### src/sv/newton_square_root_solver_core_macros.svh
// Assertion macros used by the solver core RTL file.
`ifndef NEWTON_SQUARE_ROOT_SOLVER_CORE_MACROS_SVH
`define NEWTON_SQUARE_ROOT_SOLVER_CORE_MACROS_SVH
`ifndef SYNTHESIS
`define NSR_ASSERT_IMP(lbl, ante, cons) \
    lbl: assert property (@(posedge clk) disable iff (!rst_n) (ante) |-> (cons)) \
        else $error("assertion failed");
`define NSR_ASSERT_NXT(lbl, ante, cons) \
    lbl: assert property (@(posedge clk) disable iff (!rst_n) (ante) |=> (cons)) \
        else $error("assertion failed");
`else
`define NSR_ASSERT_IMP(lbl, ante, cons)
`define NSR_ASSERT_NXT(lbl, ante, cons)
`endif
`endif

### src/sv/nsr_pkg.sv
// Package with widths, types and constants of the Newton square root solver.
package nsr_pkg;
    localparam int DATA_W = 64;
    localparam int FRAC_W = 24;
    localparam int WIDE_W = 2 * DATA_W;
    localparam int HALF_W = DATA_W / 2;
    localparam int CNT_W = 8;
    localparam int TGT_W = 62;
    localparam int TOL_W = 25;
    localparam int MAG_W = 63;
    localparam int CFG_W = 63;
    localparam int OUT_W = 2;

    localparam logic [1:0] REG_TARGET = 2'd0;
    localparam logic [1:0] REG_TOL = 2'd1;
    localparam logic [1:0] REG_LIMIT = 2'd2;
    localparam logic [1:0] REG_MAG = 2'd3;

    localparam logic [OUT_W-1:0] OUT_CONVERGED = 2'd0;
    localparam logic [OUT_W-1:0] OUT_LIMIT = 2'd1;
    localparam logic [OUT_W-1:0] OUT_OVERFLOW = 2'd2;

    localparam logic [DATA_W-1:0] NEG_END = {1'b1, {(DATA_W-1){1'b0}}};

    typedef struct packed {
        logic busy;
        logic done;
    } nsr_stat_t;
endpackage

### src/sv/nsr_mul.sv
// Iterative squarer built from one shared 32 by 32 multiplier over four partial products.
module nsr_mul import nsr_pkg::*;
(
    input  logic              clk,
    input  logic              rst_n,
    input  logic              start,
    input  logic [DATA_W-1:0] a,
    output nsr_stat_t         stat,
    output logic [WIDE_W-1:0] product
);
    logic [DATA_W-1:0] a_reg;
    logic [2:0] k_reg;
    logic busy_reg, done_reg, pv_reg;
    logic [DATA_W-1:0] prod_reg;
    logic [1:0] sh_reg;
    logic [WIDE_W-1:0] acc_reg;
    logic [HALF_W-1:0] op_a, op_b;

    always_comb
    begin
        op_a = k_reg[1] ? a_reg[DATA_W-1:HALF_W] : a_reg[HALF_W-1:0];
        op_b = k_reg[0] ? a_reg[DATA_W-1:HALF_W] : a_reg[HALF_W-1:0];
    end

    always_ff @(posedge clk or negedge rst_n)
    begin
        if (!rst_n)
        begin
            busy_reg <= 1'b0;
            done_reg <= 1'b0;
            pv_reg <= 1'b0;
            k_reg <= '0;
        end
        else
        begin
            done_reg <= 1'b0;
            if (start)
            begin
                busy_reg <= 1'b1;
                pv_reg <= 1'b0;
                k_reg <= '0;
            end
            else if (busy_reg)
            begin
                pv_reg <= (k_reg != 3'd4);
                if (k_reg == 3'd4)
                begin
                    busy_reg <= 1'b0;
                    done_reg <= 1'b1;
                end
                k_reg <= k_reg + 3'd1;
            end
        end
    end

    always_ff @(posedge clk)
    begin
        if (start)
        begin
            a_reg <= a;
            acc_reg <= '0;
        end
        else if (busy_reg)
        begin
            if (k_reg != 3'd4)
            begin
                prod_reg <= op_a * op_b;
                sh_reg <= {1'b0, k_reg[0]} + {1'b0, k_reg[1]};
            end
            if (pv_reg)
                acc_reg <= acc_reg + ({{DATA_W{1'b0}}, prod_reg} << {sh_reg, 5'b0});
        end
    end

    assign stat = '{busy: busy_reg, done: done_reg};
    assign product = acc_reg;
endmodule

### config.mk
export PLATFORM = sky130hd
export DESIGN_NAME = nsr_mul
export DESIGN_NICKNAME = d
export VERILOG_FILES = /design/src/sv/newton_square_root_solver_core_macros.svh /design/src/sv/nsr_pkg.sv /design/src/sv/nsr_mul.sv
export SDC_FILE = /design/constraint.sdc
export NUM_CORES = 2
export LEC_CHECK = 0
export BUFFER_PORTS_ARGS = -buffer_cell sky130_fd_sc_hd__buf_2
export CAP_MARGIN = 20
export CORE_ASPECT_RATIO = 0.5
export CORE_MARGIN = 5
export CORE_UTILIZATION = 60
export CTS_BUF_LIST = sky130_fd_sc_hd__clkbuf_4
export CTS_CLUSTER_DIAMETER = 50
export CTS_CLUSTER_SIZE = 24
export DETAILED_ROUTE_END_ITERATION = 12
export MAX_ROUTING_LAYER = met4
export PLACE_DENSITY = 0.81
export SYNTH_ARGS = -nofsm -noshare
export SYNTH_HDL_FRONTEND = slang
export SYNTH_SLANG_ARGS = --single-unit
### constraint.sdc
create_clock -name clk -period 9.25 [get_ports clk]
set_input_delay 1.85 -clock clk [delete_from_list [all_inputs] [get_ports clk]]
set_output_delay 1.85 -clock clk [all_outputs]
set_load 0.01 [all_outputs]
==> flow_summary_export.csv <==
group,metric,value,unit
outcome,status,"complete, no violations",
setup_path,slowest_delay,0.67,ns
yosys,yosys_warnings,0,
finish,syn_to_final_growth,9.07,%
sta,period_needed,9.12,ns
finish,multi_input_area,39700,um2
setup_path,crit_type,"flop to flop",
global_routing,grt_pass1_vias,45700,
sta,setup_ws,0.127,ns
sta,setup_viol,0,
finish,drive_gt1_share,11.4,%
sta,whs,0.489,ns
yosys,ys_seq_area_share,13.1,%
setup_path,crit_arrival,9.90,ns
yosys,ys_ff_latch,264,
yosys,synthesis.area,50500,um2
clocking,hold_buffers,0,
sta,max_slew.worst_pin.slew,1.11,ns
global_routing,grt_use_total,46.0,%
sta,post-route-period-util,98.6,%
setup_path,path_common_cell,"fa_1",
drt,drcViolationCount,0,
sta,fmax,110,MHz
yosys,synth_cell_types,82,
setup_path,required,10.02,ns
setup_path,path_max_fanout,16,
clocking,cts_buffers,28,
global_routing,grt.overflow.total,0,
sta,rsz0062_at_grt,"true",
setup_path,critPathLaunchType,"flop",
finish,nNetsFinal,7369,
sta,setup_tns,0,ns
yosys,synthArstFlopShare,2.27,%
die,die_h,215,um
clocking,cts_tree,"built",
drt,wire_per_inst,28.5,um
finish,fillers,6891,
clocking,ctsRootBufferMaster,"clkbuf_4",
setup_path,crit_path_top_delay_cell,"fa_1",
drt,vias,45100,
place,hpwlAfterDp,168,mm
clocking,clk_path_buf_depth,3,
yosys,synth_fa_ha_area_share,45.3,%
clocking,clkSinkCount,264,
sta,relSlewSlack,25.8,%
drt,post_drt_via_cell_ratio,6.31,
drt,dr.pass1.iters,11,
yosys,synth_edf_count,130,
finish,seq_area,6620,um2
finish,utilization,65.9,%
die,rows,75,
yosys,synth_top_family_by_area,"adder cells",
worst_hold_path,hold_path_class,"flop to flop",
yosys,netlist_instances,5816,
finish,largest_register_ffs,128,
yosys,synth_compound_area_share,10.7,%
yosys,synth_xor_area_share,3.16,%
die,initial_core_util,60.4,%
clocking,cts-htree-levels,1,
setup_path,endpoint_kind,"flop",
place,numPortBuffers,196,
drt,drt-initial-drc-count,5989,
die,core_area,83600,um2
yosys,yosys-mux-area-fraction,3.43,%
drt,drtAntennaViolNets,0,
yosys,synth-simple-area-share,15.2,%
drt,finalWirelength,204,mm
die,die_area,90500,um2
yosys,synth_flop_cell,"edfxtp_1",
place,gp_congestion,1.15,
place,dpl_worst_slack,0.0383,ns
clocking,clk_pin_slew,0.22,ns
yosys,synth_fp_nets,7172,
global_routing,antenna_found_initial,12,
flow_run,drv_cap,0,
sta,hold_violations,0,
die,fp.dieW,420,um
die,io_pins,197,
global_routing,grt_max_degree,73,
yosys,avgSynthCellArea,8.69,um2
clocking,clk_latency,1.00,ns
sta,fin_skew,0.0665,ns
global_routing,grt_pass1_wl,297,mm
sta,drv_slew,0,
## final timing paths
check	cells after the start	slack, ns	to	startpoint
setup reg to reg	29	0.13	prod_reg[63]	k_reg[1]
max in group asynchronous	1	8.19	k_reg[0]	rst_n
min in group asynchronous	1	0.70	pv_reg	rst_n
setup / recovery	29	0.13	prod_reg[63]	k_reg[1]
hold reg to reg	2	0.49	product[117]	product[117]
hold / removal	2	0.49	product[117]	product[117]
## metrics by stage
| stage | instances | cell area (um2) |
|---|---|---|
| global route | 7156 | 55100 |
| finish | 7157 | 55100 |
| detailed placement | 7091 | 54100 |
| global placement | 7090 | 54100 |
| CTS | 7143 | 54700 |
| floorplan | 5816 | 50500 |
## final cells by class
cell class,instances,share of cell area [%]
Multi-Input combinational cell,4325,72.0
Sequential cell,264,12.0
Inverter,927,6.31
Timing Repair Buffer,467,6.10
Tap cell,1116,2.53
Clock inverter,24,0.647
Clock buffer,28,0.381
Antenna cell,6,0.0272
## kinds of logic (layout without fill, tap and decap cells)
family / count (synthesis) / after routing
simple gates: 1831 / 1831
xor+xnor: 182 / 182
buf+inv: 1227 / 1446
compound gates: 858 / 858
flops: 264 / 264
mux: 165 / 165
other cells: 0 / 6
fa+ha+maj: 1289 / 1289
## what timing repair did
item                                   4_1_cts  5_1_grt
endpoints found under the hold margin        0        0
setup endpoints to repair                    0       16
buffers inserted                             0        5
gates resized for setup                      0       57
## synthesized netlist by cell type (10+ instances only)
master	n	area, um2
a211oi_1	18	135
a21o_1	127	953
a21oi_1	337	1690
a22o_1	38	333
a31oi_1	18	113
and2_1	36	225
and3_1	16	100
buf_1	23	86.3
clkbuf_1	263	987
dfxtp_1	128	2560
edfxtp_1	130	3900
fa_1	897	18000
ha_1	392	4900
inv_1	927	3480
mux2_2	63	709
mux2i_1	100	1000
nand2_1	771	2890
nand2b_1	17	106
nand3_1	39	195
nand4_1	77	482
nor2_1	738	2770
nor2b_1	58	363
nor3_1	32	160
nor4_1	10	62.6
o21a_1	18	135
o21ai_0	161	806
o21ai_1	13	65.1
o21bai_1	38	285
xnor2_1	111	972
xor2_1	71	622
## layer usage
layer | GRT usage [%] | share of wire, % | vias to the layer above
met3 | 19.7 | 16 | 764
met1 | 59.1 | 38 | 22200
met5 | - | 0 | -
met4 | 19.4 | 6.0 | 0
met2 | 63.6 | 41 | 3383
li1 | - | - | 18800
## worst max-delay path, delay by kind of cell (launching register included)
kind | cells | cell delay, ns
adder cells (fa/ha/maj) | 9 | 4.56
AO/OA/AOI/OAI | 8 | 1.56
buffers and inverters | 7 | 1.12
AND/OR/NAND/NOR | 3 | 0.73
flip-flops | 1 | 0.61
multiplexers | 1 | 0.21
XOR/XNOR | 1 | 0.10
## cell usage in the layout, fill, tap and decap left out, drive strengths merged, types with 65 or more instances in the layout
cell type,count
a21o,130
a21oi,342
buf,463
dfxtp,128
edfxtp,130
fa,897
ha,392
inv,939
mux2,65
mux2i,100
nand2,771
nand4,77
nor2,738
o21ai,176
xnor2,111
xor2,71
Power is not shown: default switching activity piles up to over one toggle a cycle in this logic, so the estimate is an artifact.
