==> src/sv/newton_square_root_solver_core_macros.svh <==
// Assertion macros used by the solver core RTL file.
`ifndef NEWTON_SQUARE_ROOT_SOLVER_CORE_MACROS_SVH
`define NEWTON_SQUARE_ROOT_SOLVER_CORE_MACROS_SVH
`ifndef SYNTHESIS
`define NSR_ASSERT_IMP(lbl, ante, cons) \
    lbl: assert property (@(posedge clk) disable iff (!rst_n) (ante) |-> (cons)) \
        else $error("assertion failed");
`define NSR_ASSERT_NXT(lbl, ante, cons) \
    lbl: assert property (@(posedge clk) disable iff (!rst_n) (ante) |=> (cons)) \
        else $error("assertion failed");
`else
`define NSR_ASSERT_IMP(lbl, ante, cons)
`define NSR_ASSERT_NXT(lbl, ante, cons)
`endif
`endif

==> src/sv/nsr_pkg.sv <==
// Package with widths, types and constants of the Newton square root solver.
package nsr_pkg;
    localparam int DATA_W = 64;
    localparam int FRAC_W = 24;
    localparam int WIDE_W = 2 * DATA_W;
    localparam int HALF_W = DATA_W / 2;
    localparam int CNT_W = 8;
    localparam int TGT_W = 62;
    localparam int TOL_W = 25;
    localparam int MAG_W = 63;
    localparam int CFG_W = 63;
    localparam int OUT_W = 2;

    localparam logic [1:0] REG_TARGET = 2'd0;
    localparam logic [1:0] REG_TOL = 2'd1;
    localparam logic [1:0] REG_LIMIT = 2'd2;
    localparam logic [1:0] REG_MAG = 2'd3;

    localparam logic [OUT_W-1:0] OUT_CONVERGED = 2'd0;
    localparam logic [OUT_W-1:0] OUT_LIMIT = 2'd1;
    localparam logic [OUT_W-1:0] OUT_OVERFLOW = 2'd2;

    localparam logic [DATA_W-1:0] NEG_END = {1'b1, {(DATA_W-1){1'b0}}};

    typedef struct packed {
        logic busy;
        logic done;
    } nsr_stat_t;
endpackage

==> src/sv/nsr_div.sv <==
// Restoring divider, one quotient bit per cycle, wide numerator by a data-width divisor.
module nsr_div import nsr_pkg::*;
(
    input  logic              clk,
    input  logic              rst_n,
    input  logic              start,
    input  logic [WIDE_W-1:0] num,
    input  logic [DATA_W-1:0] den,
    output nsr_stat_t         stat,
    output logic [WIDE_W-1:0] quotient
);
    localparam int CW = $clog2(WIDE_W);

    logic [WIDE_W-1:0] num_reg, quot_reg;
    logic [DATA_W-1:0] den_reg, rem_reg;
    logic [CW-1:0] cnt_reg;
    logic busy_reg, done_reg;
    logic [DATA_W:0] trial;
    logic fits;

    always_comb
    begin
        trial = {rem_reg, num_reg[WIDE_W-1]};
        fits = trial >= {1'b0, den_reg};
    end

    always_ff @(posedge clk or negedge rst_n)
    begin
        if (!rst_n)
        begin
            busy_reg <= 1'b0;
            done_reg <= 1'b0;
            cnt_reg <= '0;
        end
        else
        begin
            done_reg <= 1'b0;
            if (start)
            begin
                busy_reg <= 1'b1;
                cnt_reg <= '0;
            end
            else if (busy_reg)
            begin
                cnt_reg <= cnt_reg + 1'b1;
                if (cnt_reg == CW'(WIDE_W - 1))
                begin
                    busy_reg <= 1'b0;
                    done_reg <= 1'b1;
                end
            end
        end
    end

    always_ff @(posedge clk)
    begin
        if (start)
        begin
            num_reg <= num;
            den_reg <= den;
            rem_reg <= '0;
            quot_reg <= '0;
        end
        else if (busy_reg)
        begin
            num_reg <= {num_reg[WIDE_W-2:0], 1'b0};
            rem_reg <= fits ? DATA_W'(trial - {1'b0, den_reg}) : trial[DATA_W-1:0];
            quot_reg <= {quot_reg[WIDE_W-2:0], fits};
        end
    end

    assign stat = '{busy: busy_reg, done: done_reg};
    assign quotient = quot_reg;
endmodule

==> config.mk <==
export PLATFORM = sky130hd
export DESIGN_NAME = nsr_div
export DESIGN_NICKNAME = d
export VERILOG_FILES = /design/src/sv/newton_square_root_solver_core_macros.svh /design/src/sv/nsr_pkg.sv /design/src/sv/nsr_div.sv
export SDC_FILE = /design/constraint.sdc
export NUM_CORES = 1
export LEC_CHECK = 0
export BUFFER_PORTS_ARGS = -buffer_cell sky130_fd_sc_hd__buf_2
export CAP_MARGIN = 40
export CORE_ASPECT_RATIO = 0.9
export CORE_MARGIN = 1.5
export CORE_UTILIZATION = 40
export DETAILED_ROUTE_END_ITERATION = 12
export GPL_ROUTABILITY_DRIVEN = 0
export SYNTH_ARGS = -nofsm -noshare
export SYNTH_HDL_FRONTEND = slang
export SYNTH_SLANG_ARGS = --single-unit
==> constraint.sdc <==
create_clock -name clk -period 6 [get_ports clk]
set_clock_uncertainty 0.05 [all_clocks]
set_input_delay 1.2 -clock clk [delete_from_list [all_inputs] [get_ports clk]]
set_output_delay 1.2 -clock clk [all_outputs]
set_load 0.01 [all_outputs]
==> impl_metrics.toml, run 1 <==
[routing]
dr.max_layer_used = "met5"
wirelength_um = 47100
first_iter_violations = 914
wl_met2_um = 21600
wl_met1_um = 20700
vias_per_cell = 5.20
antenna_left = 0
drc_errors = 0
route.met3.wl_um = 3520
drtPass1Iterations = 7
routedWlPerCell_um = 17.3
vias = 14199

[yosys]
synth-main-ff-cell = "edfxtp_1"
synth.most_common_cell = "nor2_1"
yosys.area.top_type = "edfxtp_1"
synth.area.top_cells = "edfxtp_1 30%, dfxtp_1 20%, mux2i_1 7.5%"
synth_commonest_cells = "258 x nor2_1, 192 x dfxtp_1, 192 x edfxtp_1"
yosys_warnings = 0
synth-edff-count = 192
ys_seq_area_share_pct = 51.0
ys_seq_elements = 393
netlist_instances = 1780
yosysUniqueCellTypes = 72
synth_area_um2 = 19300
synth_top_area_share_pct = 29.9
synth-async-reset-ratio_pct = 2.29
avgSynthCellArea_um2 = 10.8
syn-num-nets = 2041

[setup_path]
path_buf_inv = 2
slowest_stage = "a21boi_4"
cpLargestDelayFamily = "compound AO/OA/AOI/OAI gates"
critical_path_class = "flop to flop"
path_max_fanout = 80
crit_chain = "inv_1, ha_1, and3_1, and2_1, a221o_1, a31oi_2, o21ai_2, a41o_1, a21o_1, a21boi_4, buf_12, and2_1, a311oi_1, nor3_1"
crit_path_max_incr_delay_ns = 0.57
cp_common_cell = "and2_1"
worstSetupStartpointType = "flop"
cp.required_ns = 6.44
crit_arrival_ns = 4.44
worstSetupEndpointType = "flop"

[power]
pwr_density_cell_nw_per_um2 = 386
power_leakage_nw = 10.8
peakVddDrop_mv = 0.322

[place]
io_buffer_count = 324
place_ws_ns = 2.01
placed_cells = 2635
placed_area_um2 = 21400
place_hpwl_um = 33800

[clock_tree]
root_buffer = "clkbuf_16"
cts_buffers = 44
cts_max_path_buffers = 3
holdBufCountCts = 0
ctsResizeCount = 0
clk_pin_slew_ns = 0.06
htreeDepth = 2
clock-sinks = 393
cts_setup_buffers = 0
clk_latency_ns = 0.59
cts_tree = "yes"

[cells_and_area]
area_growth_pct = 18.5
final_core_util_pct = 47.9
layout.area.seq_um2 = 9840
design_area_um2 = 22800
fill_cells = 4531
multi_input_comb_area_um2 = 8700
stdcell_count = 2728
drive_gt1_share_pct = 27.2
fin_nets = 2318

[floorplanning]
fp.dieW_um = 234
fp.dieH_um = 211
row_count = 76
pin_count = 325
start_util_pct = 40.4
die-area_um2 = 49500
core_um2 = 47700

[grt]
grt_use_total_pct = 18.8
grt_pass1_vias = 14015
grt_pass1_wl_um = 74400
grt_antenna_before_repair = 29
grt_overflow_total = 0
grt_max_degree = 114

[sta]
tightest_slew_ns = 0.888
setup_viol = 0
slew_viol_final = 0
fin_tns_setup_ns = 0
final-hold-violation-count = 0
max_freq_mhz = 250
fin_ws_ns = 2.00
fin_crit_sh_pct = 66.7
min_period_ns = 4.00
slew_headroom_pct = 40.8
grt_setup_unrepaired = "false"

[run_status]
status = "finished clean"

[worst_hold_path]
hold_path.class = "input pin to asynchronous set/reset pin"

[job]
maxCapViolations = 0
==> path summary, 6_finish.rpt <==
path | from | endpoint | slack [ns] | cells after the start
max in group asynchronous | rst_n | busy_reg | 5.29 | 1
min reg2reg | rem_reg[63] | rem_reg[63] | 0.45 | 2
max reg2reg | den_reg[11] | rem_reg[58] | 2.00 | 14
min in group clk | rem_reg[63] | rem_reg[63] | 0.45 | 2
max | den_reg[11] | rem_reg[58] | 2.00 | 14
min | rst_n | cnt_reg[2] | 0.40 | 1
==> metrics by stage <==
step                      total power, mW  hold slack (ns)
after floorplan                      5.67            0.415
after global placement               6.21            0.421
after detailed placement             6.27            0.438
after CTS                            8.90            0.368
after global routing                 9.35            0.382
final                                8.81            0.404
==> cell families (layout without fill, tap and decap cells) <==
family	after synthesis	count (layout)	share of synthesized area, %
compound gates	338	338	12.3
xor+xnor	52	52	2.36
fa+ha+maj	66	66	4.32
buf+inv	182	495	3.96
flops	393	393	51.0
mux	273	273	15.0
other cells	0	11	0
simple gates	476	476	11.1
==> final cells by class <==
type                            count  share of cell area, %
Clock inverter                     19                  0.734
Inverter                           75                   1.24
Timing Repair Buffer              338                   8.05
Multi-Input combinational cell   1205                   38.1
Clock buffer                       63                   5.31
Sequential cell                   393                   43.1
Antenna cell                       11                  0.120
Tap cell                          624                   3.42
==> where the power goes <==
group | total, mW | switching, mW | internal (mW)
Sequential | 3.35 | 0.199 | 3.15
Clock | 2.58 | 1.12 | 1.46
Combinational | 2.88 | 1.64 | 1.24
==> per-layer routing <==
layer / vias up / GRT usage (%)
met3: 102 / 6.69
met5: - / 0
met2: 322 / 30.0
met4: 38 / 5.84
met1: 6742 / 23.7
li1: 6995 / -
==> worst reg2reg max path, delay by kind of cell, from the launching register on <==
kind	cells	cell delay, ns
buf+inv	2	0.45
flops	1	0.33
simple gates	4	0.84
compound gates	7	1.87
fa+ha+maj	1	0.36
==> placed cells by master (no fill, tap or decap), drive strengths merged, types with 61 or more instances in the layout <==
cell and instances:
a211oi 61, a21oi 109, buf 338, clkbuf 63, dfxtp 192, edfxtp 192
ha 65, inv 75, mux2 128, mux2i 145, nand2 70, nor2 258
(Power assumes the default switching activity.)
==> run 2: changes to the inputs <==
- clock period: 6 -> 3.8 ns (I/O delays scaled with it)
==> run 2 against run 1 <==
Clock power rose by 67%. Sequential share of layout area is 0.46 points lower. Clock-buffer cell count down 6. Cell area increased by 1.1%. Fmax is 12% higher. Via count hardly changed. Global-route usage fell by 0.15 points. Register-to-register slack worse by 1.8 ns. Sequential power rose by 58%. Die area unchanged. Critical endpoint is now rem_reg[52].
==> impl_metrics.toml, run 2 (synthesized netlist as in run 1, its figures left out) <==
[run_status]
status = "finished clean"

[setup_path]
cp.required_ns = 4.24
r2r_slack_ns = 0.21
worstSetupEndpointType = "flop"
worstSetupStartpointType = "flop"
reg2reg_depth = 14
r2r_end = "rem_reg[52]"
crit_chain = "inv_1, ha_1, and3_1, and2_1, a221o_1, a31oi_4, o21ai_2, a41o_1, a21o_1, a21boi_4, buf_6, nand2_1, o31a_1, a211oi_2"
timing.rr.start = "den_reg[10]"
crit_arrival_ns = 4.03
path_max_fanout = 24
critical_path_class = "flop to flop"
slowest_stage = "ha_1"
crit_path_max_incr_delay_ns = 0.36

[job]
maxCapViolations = 0

[power]
p_clk_share_pct = 30.2
seqPwrFrac_pct = 37.0
combPwrFrac_pct = 32.8
power_leakage_nw = 10.9
peakVddDrop_mv = 0.385
p_sw_share_pct = 33.4
power.internal_mw = 9.51
power_switching_mw = 4.77
pwr_density_cell_nw_per_um2 = 618
power_mw = 14.3

[worst_hold_path]
hold_path.class = "input pin to flop"
hold-path-cell-count = 1
worstHoldStart = "den[7]"
hold_end = "den_reg[7]"

[cells_and_area]
drive_gt1_share_pct = 28.4
stdcell_count = 2741
fill_cells = 4521
fin_nets = 2332
area_growth_pct = 19.8
most-common-layout-cells = "323 x buf_2, 258 x nor2_1, 192 x edfxtp_1, 192 x dfxtp_1, 145 x mux2i_1"
final_common_cell = "buf_2"

[sta]
slew_headroom_pct = 49.1
fin_crit_sh_pct = 94.4
max_freq_mhz = 279
fin_hold_ws_ns = 0.295
fin_ws_ns = 0.213
min_period_ns = 3.59
setup_viol = 0
slew_viol_final = 0
tightest_slew_ns = 0.763
final-hold-violation-count = 0

[floorplanning]
row_count = 76
pin_count = 325
die-area_um2 = 49500
start_util_pct = 40.4
core_um2 = 47700
fp.dieW_um = 234
fp.dieH_um = 211

[clock_tree]
root_buffer = "clkbuf_16"
clk_pin_slew_ns = 0.06
cts_tree = "yes"
clk_latency_ns = 0.59
cts_buffers = 44
htreeDepth = 2
clock-sinks = 393
cts_max_path_buffers = 3

[place]
placed_cells = 2646
place_ws_ns = 0.101
io_buffer_count = 324
place_hpwl_um = 33400

[routing]
vias = 14204
routedWlPerCell_um = 17.3
antenna_left = 0
drtPass1Iterations = 9
first_iter_violations = 842
drc_errors = 0
wirelength_um = 47300
vias_per_cell = 5.18

[grt]
grt_use_total_pct = 18.6
grt_pass1_wl_um = 73700
grt_antenna_before_repair = 31
grt_pass1_vias = 13624
grt_max_degree = 78
grt_overflow_total = 0
-- run 2: per-layer routing --
metal	GRT usage [%]	wire length, um
met1	23.9	20800
met2	29.0	21300
met3	6.99	3680
met4	5.91	1240
met5	0	250
-- run 2: cell type report --
type                       instances  area, um^2  area share [%]
timing repair buffer             352        1960            8.49
multi-input combinational       1205        8730            37.8
antenna                           11        27.5           0.119
clock buffer                      57        1240            5.38
clock inverter                    24         229           0.991
inverter                          75         284            1.23
sequential                       393        9840            42.6
tap                              624         781            3.38
-- run 2: timing repair --
item / in CTS / in global routing
hold endpoints to repair: 9 / 0
buffers inserted: 0 / 2
endpoints found under the setup margin: 0 / 33
hold buffers: 1 / 0
resized for setup: 0 / 10
-- run 2: power groups by stage --
stage	Combinational (mW)	Sequential (mW)	Clock, mW
detailed placement	4.57	5.36	0
global route	5.20	5.35	4.60
finish	4.69	5.28	4.31
CTS	4.61	5.28	4.46
global placement	4.53	5.35	0
floorplan	3.68	5.28	0
-- run 2: stage by stage --
stage,TNS [ns],area (um^2),util (%)
after floorplan,0,19300,-
after global placement,0,21500,45.1
after detailed placement,0,21500,45.1
after CTS,0,23000,48.2
after global routing,-0.00697,23100,48.4
final,0,23100,48.4
-- run 2: how the worst max path moves through the flow --
stage | startpoint | to | slack, ns
finish | den_reg[10] | rem_reg[52] | 0.21
global route | den_reg[10] | rem_reg[15] | -0.007
CTS | num_reg[127] | rem_reg[62] | 0.07
detailed placement | den_reg[10] | rem_reg[15] | 0.10
global placement | num_reg[127] | rem_reg[62] | 0.18
floorplan | start | num_reg[0] | 0.21
-- run 2: critical path, delay by kind of cell (launching register included) --
kind                       cells  cell delay [ns]
AOI/OAI and AO/OA              8             1.89
and+or+nand+nor                3             0.54
adders and majority gates      1             0.36
DFF                            1             0.33
buffers and inverters          2             0.31
